===== src/rtl/pse_pkg.sv =====
// Package for the stored-block PNG encoder: queue entry type, sizes and the CRC-32 byte step.
// Used by every module in the rtl folder; depends on nothing.
`default_nettype none
package pse_pkg;

  localparam int DimW       = 14;
  localparam int MaxDim     = 8192;
  localparam int RawW       = 28;
  localparam int QDepth     = 4;
  localparam int QPtrW      = 2;
  localparam int QCntW      = 3;
  localparam logic [31:0] CrcPoly  = 32'hEDB88320;
  localparam logic [16:0] AdlerMod = 17'd65521;
  localparam logic [16:0] BlkLimit = 17'd65535;

  localparam logic CfgWidth  = 1'b0;
  localparam logic CfgHeight = 1'b1;

  // One accepted image byte and what it implies for the output stream.
  typedef struct packed {
    logic [7:0]      data;
    logic            hdr;
    logic            filt;
    logic            last;
    logic [DimW-1:0] w;
    logic [DimW-1:0] h;
  } job_t;

  function automatic logic [31:0] crc_byte(input logic [31:0] crc, input logic [7:0] b);
    logic [31:0] c;
    c = crc ^ {24'd0, b};
    for (int k = 0; k < 8; k++) begin
      c = c[0] ? (CrcPoly ^ (c >> 1)) : (c >> 1);
    end
    return c;
  endfunction

endpackage
`default_nettype wire


===== src/rtl/pse_queue.sv =====
// Four-entry job queue between the classifying front end and the byte sequencer.
// Depends on pse_pkg.
`default_nettype none
module pse_queue
  import pse_pkg::*;
(
  input  wire logic clk,
  input  wire logic rst,
  input  wire logic push,
  input  wire job_t push_job,
  output logic      full,
  input  wire logic pop,
  output logic      head_valid,
  output job_t      head
);

  job_t             mem [QDepth];
  logic [QPtrW-1:0] wr_ptr;
  logic [QPtrW-1:0] rd_ptr;
  logic [QCntW-1:0] count;

  assign full       = (count == QCntW'(QDepth));
  assign head_valid = (count != '0);
  assign head       = mem[rd_ptr];

  always_ff @(posedge clk) begin
    if (push) begin
      mem[wr_ptr] <= push_job;
    end
  end

  always_ff @(posedge clk) begin
    if (rst) begin
      wr_ptr <= '0;
      rd_ptr <= '0;
      count  <= '0;
    end else begin
      if (push) wr_ptr <= wr_ptr + 1'b1;
      if (pop)  rd_ptr <= rd_ptr + 1'b1;
      count <= count + QCntW'(push) - QCntW'(pop);
    end
  end

endmodule
`default_nettype wire


===== src/rtl/pse_front.sv =====
// Front end: configuration registers, row and image tracking, job classification.
// Depends on pse_pkg.
`default_nettype none
module pse_front
  import pse_pkg::*;
(
  input  wire logic            clk,
  input  wire logic            rst,
  input  wire logic            cfg_we,
  input  wire logic            cfg_index,
  input  wire logic [DimW-1:0] cfg_data,
  input  wire logic            image_valid,
  output logic                 image_ready,
  input  wire logic [7:0]      image_byte,
  input  wire logic            q_full,
  output logic                 push,
  output job_t                 push_job
);

  logic [DimW-1:0] image_width, image_height, lat_w, lat_h;
  logic            header_sent;
  logic [14:0]     byte_in_row;
  logic [DimW-1:0] row_index;
  logic [DimW-1:0] w_eff, h_eff;
  logic [14:0]     row_len;
  logic            end_row;

  function automatic logic [DimW-1:0] clamp_dim(input logic [DimW-1:0] v);
    if (v == '0) return DimW'(1);
    if (v > DimW'(MaxDim)) return DimW'(MaxDim);
    return v;
  endfunction

  assign image_ready = !q_full;
  assign push        = image_valid && !q_full;

  always_comb begin
    w_eff   = header_sent ? lat_w : clamp_dim(image_width);
    h_eff   = header_sent ? lat_h : clamp_dim(image_height);
    row_len = {w_eff, 1'b0} + {1'b0, w_eff};
    end_row = (byte_in_row + 15'd1) >= row_len;
    push_job.data = image_byte;
    push_job.hdr  = !header_sent;
    push_job.filt = (byte_in_row == '0);
    push_job.last = end_row && (({1'b0, row_index} + 15'd1) >= {1'b0, h_eff});
    push_job.w    = w_eff;
    push_job.h    = h_eff;
  end

  always_ff @(posedge clk) begin
    if (rst) begin
      image_width  <= DimW'(1);
      image_height <= DimW'(1);
      lat_w        <= DimW'(1);
      lat_h        <= DimW'(1);
      header_sent  <= 1'b0;
      byte_in_row  <= '0;
      row_index    <= '0;
    end else begin
      if (cfg_we) begin
        if (cfg_index == CfgWidth) image_width <= cfg_data;
        else                       image_height <= cfg_data;
      end
      if (push) begin
        lat_w <= w_eff;
        lat_h <= h_eff;
        if (push_job.last) begin
          header_sent <= 1'b0;
          byte_in_row <= '0;
          row_index   <= '0;
        end else begin
          header_sent <= 1'b1;
          if (end_row) begin
            byte_in_row <= '0;
            row_index   <= row_index + 1'b1;
          end else begin
            byte_in_row <= byte_in_row + 1'b1;
          end
        end
      end
    end
  end

endmodule
`default_nettype wire


===== src/rtl/pse_back.sv =====
// Back end: byte sequencer for headers, stored-block headers, data and trailer,
// with running CRC-32 and Adler-32 and the output register. Depends on pse_pkg.
`default_nettype none
module pse_back
  import pse_pkg::*;
(
  input  wire logic clk,
  input  wire logic rst,
  input  wire logic head_valid,
  input  wire job_t head,
  output logic      pop,
  output logic      out_valid,
  input  wire logic out_ready,
  output logic [7:0] out_byte,
  output logic      end_of_run,
  output logic      end_of_file
);

  typedef enum logic [1:0] {ST_START, ST_HDR, ST_RAW, ST_TRL} state_t;

  localparam logic [5:0] HdrLast = 6'd42;
  localparam logic [4:0] TrlLast = 5'd19;

  state_t      state, cur;
  logic [5:0]  cnt;
  logic [2:0]  bcnt;
  logic        raw_filt, cur_filt;
  logic [31:0] crc;
  logic [15:0] adler_low, adler_high;
  logic [15:0] blk_left;
  logic [RawW-1:0] raw_left;

  logic [RawW-1:0] raw_total;
  logic [11:0]     q0;
  logic [16:0]     r0;
  logic [12:0]     nblk;
  logic [31:0]     idat_len;

  logic        advance, in_blk, feed, crc_rst;
  logic [7:0]  byte_val;
  logic        eor, eof;
  logic [15:0] blk_n;
  logic        bfinal;
  logic [16:0] lo_sum, hi_sum, lo_new, hi_new;
  logic [31:0] crc_out;

  // Size pipeline: raw_total, q0, r0, nblk and idat_len are registered in that order from the job at the head.
  always_ff @(posedge clk) begin
    logic [12:0] q;
    logic [16:0] r;
    raw_total <= RawW'({1'b0, head.w, 1'b0} + {2'b0, head.w} + 16'd1) * RawW'(head.h);
    q0 <= raw_total[RawW-1:16];
    r0 <= {1'b0, raw_total[15:0]} + {5'd0, q0};
    q  = {1'b0, q0};
    r  = r0;
    if (r0 >= BlkLimit) begin
      q = q + 13'd1;
      r = r0 - BlkLimit;
    end
    nblk     <= q + 13'(r != '0);
    idat_len <= {4'd0, raw_total} + 32'(nblk) * 32'd5 + 32'd6;
  end

  assign crc_out = ~crc;
  assign bfinal  = ({1'b0, raw_left} <= {12'd0, BlkLimit});
  assign blk_n   = bfinal ? raw_left[15:0] : BlkLimit[15:0];

  always_comb begin
    lo_sum = {1'b0, adler_low} + {9'd0, byte_val};
    lo_new = (lo_sum >= AdlerMod) ? lo_sum - AdlerMod : lo_sum;
    hi_sum = {1'b0, adler_high} + lo_new;
    hi_new = (hi_sum >= AdlerMod) ? hi_sum - AdlerMod : hi_sum;
  end

  always_comb begin
    cur      = state;
    cur_filt = raw_filt;
    if (state == ST_START) begin
      cur      = head.hdr ? ST_HDR : ST_RAW;
      cur_filt = head.filt;
    end
    in_blk   = (cur == ST_RAW) && (blk_left == '0);
    advance  = head_valid && (!out_valid || out_ready);
    byte_val = 8'd0;
    feed     = 1'b0;
    crc_rst  = 1'b0;
    eor      = 1'b0;
    eof      = 1'b0;
    case (cur)
      ST_HDR: begin
        feed = (cnt >= 6'd12 && cnt <= 6'd28) || (cnt >= 6'd37);
        crc_rst = (cnt == 6'd12) || (cnt == 6'd37);
        case (cnt)
          6'd0: byte_val = 8'd137;  6'd1: byte_val = 8'd80;
          6'd2: byte_val = 8'd78;   6'd3: byte_val = 8'd71;
          6'd4: byte_val = 8'd13;   6'd5: byte_val = 8'd10;
          6'd6: byte_val = 8'd26;   6'd7: byte_val = 8'd10;
          6'd11: byte_val = 8'd13;
          6'd12: byte_val = 8'h49;  6'd13: byte_val = 8'h48;
          6'd14: byte_val = 8'h44;  6'd15: byte_val = 8'h52;
          6'd18: byte_val = {2'd0, head.w[13:8]};
          6'd19: byte_val = head.w[7:0];
          6'd22: byte_val = {2'd0, head.h[13:8]};
          6'd23: byte_val = head.h[7:0];
          6'd24: byte_val = 8'd8;   6'd25: byte_val = 8'd2;
          6'd29: byte_val = crc_out[31:24]; 6'd30: byte_val = crc_out[23:16];
          6'd31: byte_val = crc_out[15:8];  6'd32: byte_val = crc_out[7:0];
          6'd33: byte_val = idat_len[31:24]; 6'd34: byte_val = idat_len[23:16];
          6'd35: byte_val = idat_len[15:8];  6'd36: byte_val = idat_len[7:0];
          6'd37: byte_val = 8'h49;  6'd38: byte_val = 8'h44;
          6'd39: byte_val = 8'h41;  6'd40: byte_val = 8'h54;
          6'd41: byte_val = 8'h78;  6'd42: byte_val = 8'h01;
          default: byte_val = 8'd0;
        endcase
      end
      ST_RAW: begin
        feed = 1'b1;
        if (in_blk) begin
          case (bcnt)
            3'd0: byte_val = {7'd0, bfinal};
            3'd1: byte_val = blk_n[7:0];
            3'd2: byte_val = blk_n[15:8];
            3'd3: byte_val = ~blk_n[7:0];
            default: byte_val = ~blk_n[15:8];
          endcase
        end else begin
          byte_val = cur_filt ? 8'd0 : head.data;
          eor = !cur_filt && !head.last;
        end
      end
      ST_TRL: begin
        feed = (cnt <= 6'd3) || (cnt >= 6'd12 && cnt <= 6'd15);
        crc_rst = (cnt == 6'd12);
        eor = (cnt == 6'(TrlLast));
        eof = eor;
        case (cnt[4:0])
          5'd0: byte_val = adler_high[15:8]; 5'd1: byte_val = adler_high[7:0];
          5'd2: byte_val = adler_low[15:8];  5'd3: byte_val = adler_low[7:0];
          5'd4, 5'd16: byte_val = crc_out[31:24];
          5'd5, 5'd17: byte_val = crc_out[23:16];
          5'd6, 5'd18: byte_val = crc_out[15:8];
          5'd7, 5'd19: byte_val = crc_out[7:0];
          5'd12: byte_val = 8'h49; 5'd13: byte_val = 8'h45;
          5'd14: byte_val = 8'h4E; 5'd15: byte_val = 8'h44;
          default: byte_val = 8'd0;
        endcase
      end
      default: byte_val = 8'd0;
    endcase
    pop = advance && eor;
  end

  always_ff @(posedge clk) begin
    if (rst) begin
      state      <= ST_START;
      cnt        <= '0;
      bcnt       <= '0;
      raw_filt   <= 1'b0;
      crc        <= '1;
      adler_low  <= 16'd1;
      adler_high <= '0;
      blk_left   <= '0;
      raw_left   <= '0;
      out_valid  <= 1'b0;
    end else begin
      if (advance) begin
        out_valid   <= 1'b1;
        out_byte    <= byte_val;
        end_of_run  <= eor;
        end_of_file <= eof;
        if (feed) crc <= crc_byte(crc_rst ? '1 : crc, byte_val);
        case (cur)
          ST_HDR: begin
            if (cnt == HdrLast) begin
              state    <= ST_RAW;
              raw_filt <= head.filt;
              raw_left <= raw_total;
              blk_left <= '0;
              cnt      <= '0;
            end else begin
              state <= ST_HDR;
              cnt   <= cnt + 1'b1;
            end
          end
          ST_RAW: begin
            if (in_blk) begin
              state    <= ST_RAW;
              raw_filt <= cur_filt;
              if (bcnt == 3'd4) begin
                bcnt     <= '0;
                blk_left <= blk_n;
              end else begin
                bcnt <= bcnt + 1'b1;
              end
            end else begin
              adler_low  <= lo_new[15:0];
              adler_high <= hi_new[15:0];
              blk_left   <= blk_left - 1'b1;
              raw_left   <= raw_left - 1'b1;
              if (cur_filt) begin
                state    <= ST_RAW;
                raw_filt <= 1'b0;
              end else if (head.last) begin
                state <= ST_TRL;
                cnt   <= '0;
              end else begin
                state <= ST_START;
              end
            end
          end
          ST_TRL: begin
            if (eof) begin
              state      <= ST_START;
              cnt        <= '0;
              crc        <= '1;
              adler_low  <= 16'd1;
              adler_high <= '0;
              blk_left   <= '0;
              raw_left   <= '0;
            end else begin
              cnt <= cnt + 1'b1;
            end
          end
          default: state <= ST_START;
        endcase
      end else if (out_ready) begin
        out_valid <= 1'b0;
      end
    end
  end

endmodule
`default_nettype wire


===== src/rtl/png_stored_rgb_encoder_top.sv =====
// Top level of the stored-block PNG encoder: joins front end, job queue and byte sequencer.
// Depends on pse_pkg, pse_front, pse_queue and pse_back.
//
// The encoder turns a stream of raw RGB bytes (R, G, B per pixel, top row first) into a
// complete uncompressed PNG file, one output byte per clock cycle at best. Set image_width
// and image_height through the write port while the block is idle; they are sampled at
// the first byte of each image, with zero acting as one and values above 8192 as 8192.
// Every input transaction produces one or more output transactions, and end_of_run marks
// the last of them. The first byte of an image adds 43 extra output bytes for the signature,
// IHDR chunk, IDAT length and tag and zlib header; the first byte of each row adds one
// extra byte for the filter byte; a new stored block adds five bytes for its header;
// the last byte adds twenty bytes for the Adler-32, IDAT CRC and IEND chunk, the last of
// which carries end_of_file. Otherwise a byte yields just one output byte. The output
// sequencer, which emits at most one byte per cycle, sets the rate; a four-entry queue lets
// input keep flowing while a burst is being sent, and the output register holds each byte
// until it is taken and is refilled in the cycle it is taken.
`default_nettype none
module png_stored_rgb_encoder_top
  import pse_pkg::*;
(
  input  wire logic            clk,
  input  wire logic            rst,
  input  wire logic            cfg_we,
  input  wire logic            cfg_index,
  input  wire logic [DimW-1:0] cfg_data,
  input  wire logic            image_valid,
  output logic                 image_ready,
  input  wire logic [7:0]      image_byte,
  output logic                 out_valid,
  input  wire logic            out_ready,
  output logic [7:0]           out_byte,
  output logic                 end_of_run,
  output logic                 end_of_file
);

  // Jobs handed from the front end to the queue.
  logic push;
  job_t push_job;
  logic q_full;
  // Head of the queue as seen by the sequencer.
  logic head_valid;
  job_t head;
  logic pop;

  pse_front u_front (
    .clk(clk), .rst(rst),
    .cfg_we(cfg_we), .cfg_index(cfg_index), .cfg_data(cfg_data),
    .image_valid(image_valid), .image_ready(image_ready), .image_byte(image_byte),
    .q_full(q_full), .push(push), .push_job(push_job)
  );

  pse_queue u_queue (
    .clk(clk), .rst(rst),
    .push(push), .push_job(push_job), .full(q_full),
    .pop(pop), .head_valid(head_valid), .head(head)
  );

  pse_back u_back (
    .clk(clk), .rst(rst),
    .head_valid(head_valid), .head(head), .pop(pop),
    .out_valid(out_valid), .out_ready(out_ready), .out_byte(out_byte),
    .end_of_run(end_of_run), .end_of_file(end_of_file)
  );

  // The final byte of a file always closes the run of its input transaction.
  a_eof_closes_run: assert property (@(posedge clk) disable iff (rst)
    out_valid && end_of_file |-> end_of_run)
    else $error("end_of_file without end_of_run");

  // A job leaves the queue only when it is present.
  a_pop_needs_head: assert property (@(posedge clk) disable iff (rst)
    pop |-> head_valid)
    else $error("queue popped while empty");

  // Nothing is pushed into a full queue.
  a_no_push_full: assert property (@(posedge clk) disable iff (rst)
    q_full |-> !push)
    else $error("push into full queue");

endmodule
`default_nettype wire

===== config.mk =====
export PLATFORM = sky130hd
export DESIGN_NAME = png_stored_rgb_encoder_top
export DESIGN_NICKNAME = d
export VERILOG_FILES = /design/src/rtl/pse_pkg.sv /design/src/rtl/pse_queue.sv /design/src/rtl/pse_front.sv /design/src/rtl/pse_back.sv /design/src/rtl/png_stored_rgb_encoder_top.sv
export SDC_FILE = /design/constraint.sdc
export NUM_CORES = 2
export LEC_CHECK = 0
export ABC_AREA = 1
export BUFFER_PORTS_ARGS = -buffer_cell sky130_fd_sc_hd__buf_2
export CAP_MARGIN = 20
export CORE_ASPECT_RATIO = 0.9
export CORE_UTILIZATION = 50
export DETAILED_ROUTE_END_ITERATION = 10
export GPL_ROUTABILITY_DRIVEN = 1
export GPL_TIMING_DRIVEN = 0
export PLACE_DENSITY = 0.72
export SLEW_MARGIN = 20
export SYNTH_ARGS = -nofsm -noshare
export SYNTH_HDL_FRONTEND = slang
export SYNTH_SLANG_ARGS = --single-unit

===== constraint.sdc =====
create_clock -name clk -period 10.1 [get_ports clk]
set_clock_uncertainty 0.2 [all_clocks]
set_input_delay 3.03 -clock clk [delete_from_list [all_inputs] [get_ports clk]]
set_output_delay 3.03 -clock clk [all_outputs]
set_load 0.005 [all_outputs]

### Yosys cells after proc, flatten, opt, wreduce, memory -nomap -nowiden

Memories as Yosys holds them, arrays and structs flattened. A register that Yosys moved wholly into a read port is not among the register bits.
Index checks and enable logic that the tools add are counted.

* $add $sub $neg: 24
* $lt $le $gt $ge: 13
* eq/ne operators: 62
* reductions and logical operators: 51
* mux-type cells: 89
* multipliers: 2
* bitwise logic cells: 14

Operator list (count)
* two-way mux 32 bit: 12
* case mux 8 bit (29 select lines): 1
* two-way mux 14 bit: 12
* two-way mux 16 bit: 9
* NOT 13 -> 14 bit: 8
* case mux 8 bit (12 select lines): 1
* two-way mux 28 bit: 3
* case mux 28 bit (3 select lines): 1
* == test 6 bit, second input constant: 11
* case mux 16 bit (2 select lines): 2
* == test 6 x 5 -> 1 bit, second input constant: 9
* >= comparator 17 x 16 -> 1 bit, second input constant: 3
* case mux 16 bit (3 select lines): 1
* two-way mux 17 bit: 2
* subtractor 17 x 16 -> 17 bit, second input constant: 2
* adder 32 x 3 -> 32 bit, second input constant: 1
* NOT 32 bit: 1
* case mux 8 bit (4 select lines): 1
* bitwise XOR 32 x 8 -> 32 bit: 1
* == test 6 x 4 -> 1 bit, second input constant: 5
* two-way mux 15 bit: 2
* two-way mux 6 bit: 5
* adder 28 x 16 -> 29 bit: 1
* adder 28 x 1 -> 28 bit, second input constant: 1
* 76 further kinds: 160

* bits of input ports: 28
* output and inout bits: 12
* word-level logic and storage cells: 284
* RAM bits: 156
* register bits: 326
* memories: 1

Memories
* u_queue.mem: words 4, bits a word 39, rd ports 1, clocked after Yosys merged registers in 1, wr ports 1, line pse_queue.sv:17 `job_t mem [QDepth];`

### Depth between registers and ports, before layout

* depth in word-level cells: 26
* mapped depth: 52

### Cells and area by module

Synthesis repeated with hierarchy kept, for this count alone.

* cell total of the unflattened synthesis: 5219
* area total of the unflattened synthesis: 38360.5 um2

Modules (own cells, without submodules)
* pse_back: instances 1, area each 25504.5 um2, sequential area each 4724.5 um2, cells an instance 3742
* pse_queue: instances 1, area each 6596.3 um2, sequential area each 4864.7 um2, cells an instance 511
* pse_front: instances 1, area each 6259.8 um2, sequential area each 1721.7 um2, cells an instance 966

### Worst setup path before layout

No wires, ideal clock.

* path type: flip-flop to flip-flop
* start: register (tool-made name)
* end: register u_back.raw_total[26]
* arrival: 7.876 ns
* path slack: 1.952 ns
* period minus slack after synthesis: 8.148 ns
* stages on the path, launching flop included: 44
* library setup time: 0.072 ns
* data required time: 9.828 ns
* cells stage by stage: dfxtp_1 > buf_6 > inv_6 > buf_8 > nand2_1 > nand3_1 > nand2_2 > inv_1 > clkbuf_1 > ha_1 > fa_1 > nand2_1 > inv_1 > o21ai_0 > nand2_1 > xor2_1 > nand3_1 > nor2_1 > [8 not listed] > inv_1 > fa_1 > fa_1 > inv_1 > fa_1 > inv_1 > fa_1 > fa_1 > ha_1 > nand4_1 > o221ai_1 > a21oi_1 > nor3_1 > nor2_1 > o21ai_0 > nand3_1 > nand2_1 > xor2_1

RTL lines
* end signal, assigned: line pse_back.sv:51 `raw_total <= RawW'({1'b0, head.w, 1'b0} + {2'b0, head.w} + 16'd1) * RawW'(head.h);`
* end, declared: line pse_back.sv:33 `logic [RawW-1:0] raw_total;`

==> qor.yml <==
ys_warn_count: 0
worstHoldPathType: "reg2reg"
area_delta_synth_final_pct: 9.28
grt_max_degree: 24
r2r-end: "u_back.raw_total[26]"
crit_fanout: 10
dp_hpwl_um: 92600
synthesis.nets: 5647
slew_violations: 0
post_dp_cell_area_mm2: 0.0396
regToRegSetupSlack_ns: 0.57
final_antenna_net_count: 0
coreArea_mm2: 0.0749
wirelength_um: 117000
gp_congestion: 1.02
cts_root_buf: "clkbuf_16"
layout-drive-gt1-share: 0.0538
max_slew_margin: 0.166
cp_slowest_stage_delay_ns: 0.56
synthesis.area_mm2: 0.0380
drtIter0Drc: 3745
yosysTopAreaCell: "dfxtp_1"
clock_path_buffers: 3
synth_ff_type: "dfxtp_1"
crit_path_frequent_cell: "nand2_1"
synth_edf_count: 166
vias: 35200
ys_top_cells_by_area: "dfxtp_1 (17%), edfxtp_1 (13%), nand2_1 (13%)"
setup_viol: 0
die_h_um: 264
antenna_found_initial: 8
holdBufCountCts: 0
yosysSeqAreaShare: 0.298
period_share: 0.943
path_class: "reg2reg"
dp_cells: 6206
syn_inst: 5193
vias_per_cell: 5.57
async_flop_share: 0
cts_made_buffers: 52
whs_ns: 0.156
syn_area_per_cell_um2: 7.32
port_buffers: 38
worst_setup_path_start_kind: "register"
cpMaxStageDelayCell: "fa_1"
grt.total_usage: 0.301
yosysMostFrequentCell: "nand2_1"
overflow: 0
worst_pin_slew_ns: 1.25
hold_path_depth: 0
end_kind: "register"
final_area_mm2: 0.0415
rows: 95
wl_per_cell_um: 18.6
grt_pass1_wl_um: 182000
start_util: 0.507
instances_no_fill: 6311
period_needed_ns: 9.53
synth-seq-cells: 482
drv_cap: 0
status: "complete, no violations"
route.detailed.drc: 0
first_pass_iters: 6
holdPathEnd: "u_back.q0[0]"
min_from: "u_back.raw_total[16]"
io_pins: 40
r2r_cells: 42
synthTopCellsByCount: "nand2_1 (1266), inv_1 (745), nor2_1 (505)"
worstPathRequired_ns: 10.44
rsz0062_at_grt: "false"
fp.dieArea_mm2: 0.0771
critPathArrivalTime_ns: 9.87
clock_latency_ns: 0.62
clock_sinks: 482
cts_tree: "built"
die_w_um: 293
fmax_mhz: 105
ys_types: 66
grt_pass1_vias: 32300
cts_htree_levels: 2
finalHoldViolCount: 0
synth_top_area_share: 0.167
fin_nets: 5749
clk_pin_slew_ns: 0.06
fin_tns_setup_ns: 0
-- how the worst max path moves through the flow --
stage,start,to,slack [ns],depth (start not counted)
2_1_floorplan,register,u_back.raw_total[26],1.95,43
3_3_place_gp,register,u_back.raw_total[26],0.53,41
3_5_place_dp,register,u_back.raw_total[26],0.42,41
4_1_cts,register,u_back.raw_total[26],0.37,44
5_1_grt,register,u_back.raw_total[26],0.01,42
6_report,register,u_back.raw_total[26],0.57,42
-- sequential cells by signal, indices dropped and copies added, names as in the netlist, 16 cells and up, named ones only --
register,count
u_queue.mem,156
u_back.raw_total,28
u_back.adler_high,16
u_back.crc,32
u_back.adler_low,16
u_back.blk_left,16
u_back.idat_len,30
u_back.raw_left,28
u_back.r0,17
-- area by class of cell --
class | count | area [um2]
Fill cell | 7023 | 33400
Antenna cell | 4 | 10.0
Buffer | 154 | 708
Inverter | 770 | 2910
Multi-Input combinational cell | 3786 | 23100
Clock inverter | 31 | 482
Sequential cell | 482 | 11300
Clock buffer | 65 | 1410
Timing Repair Buffer | 49 | 370
Tap cell | 970 | 1210
-- through the flow --
step	worst slack, ns	util
after floorplan	1.95	-
after global placement	0.530	0.526
after detailed placement	0.421	0.528
after CTS	0.371	0.553
after global routing	0.0135	0.554
final	0.575	0.554
-- metal layers --
| metal | vias up | GRT usage | part of all wire | wire length [um] |
|---|---|---|---|---|
| li1 | 16900 | - | - | - |
| met1 | 16400 | 0.431 | 0.44 | 51700 |
| met2 | 1582 | 0.455 | 0.43 | 50100 |
| met3 | 208 | 0.0628 | 0.10 | 12200 |
| met4 | 4 | 0.0910 | 0.029 | 3460 |
| met5 | - | 0 | 0.00020 | 23 |
-- kinds of logic (layout without fill, tap and decap cells) --
kind of cell,after synthesis,after routing,share of synthesized area
AOI/OAI and AO/OA,699,699,0.102
xor gates and xnor gates,234,234,0.0544
adders and majority gates,426,426,0.178
buffers and inverters,925,1069,0.0950
DFF,482,482,0.298
muxes,1,1,0.000296
other,1,5,0.0000987
and+or+nand+nor,2425,2425,0.272
-- layout by cell type (no fill, tap or decap), types with 8 or more instances in the layout --
cell type / netlist / layout
o22ai_1: 16 / 16
and2_1: 18 / 18
clkbuf_16: 0 / 53
nor2_4: 4 / 8
buf_2: 35 / 73
o21bai_1: 15 / 15
nand2_1: 1266 / 1265
xnor2_1: 55 / 55
clkinv_2: 0 / 8
nor4_1: 23 / 23
fa_1: 193 / 193
o21ai_1: 17 / 25
nor3_1: 51 / 51
a221oi_1: 16 / 16
nand4_1: 72 / 72
a21boi_0: 10 / 10
a21o_1: 9 / 9
nor2_2: 20 / 21
bufinv_16: 0 / 11
clkinv_1: 13 / 14
a21oi_1: 275 / 275
nand3_1: 386 / 386
a211oi_1: 21 / 21
edfxtp_1: 166 / 166
a31oi_1: 15 / 15
ha_1: 233 / 233
o211ai_1: 17 / 17
inv_1: 745 / 744
xor2_1: 178 / 178
dfxtp_1: 316 / 316
o21ai_0: 258 / 250
clkinvlp_4: 0 / 8
nor2_1: 505 / 500
nand3b_1: 17 / 17
clkbuf_1: 98 / 104
buf_4: 7 / 12
inv_2: 9 / 9
nand2_4: 10 / 10
nand2_2: 28 / 29
-- worst max-delay path: cells and delay by family (launching register included) --
kind	cells	cell delay, ns
AO/OA/AOI/OAI	5	0.86
buffers and inverters	10	1.43
adder cells (fa/ha/maj)	9	3.94
flip-flops	1	0.32
AND/OR/NAND/NOR	16	2.19
XOR/XNOR	2	0.51
-- what timing repair did --
item | in CTS | in global routing
gates resized for setup | 0 | 4
setup endpoints to repair | 0 | 4
setup buffers | 0 | 6
Power is not shown: default switching activity piles up to over one toggle a cycle in this logic, so the estimate is an artifact.
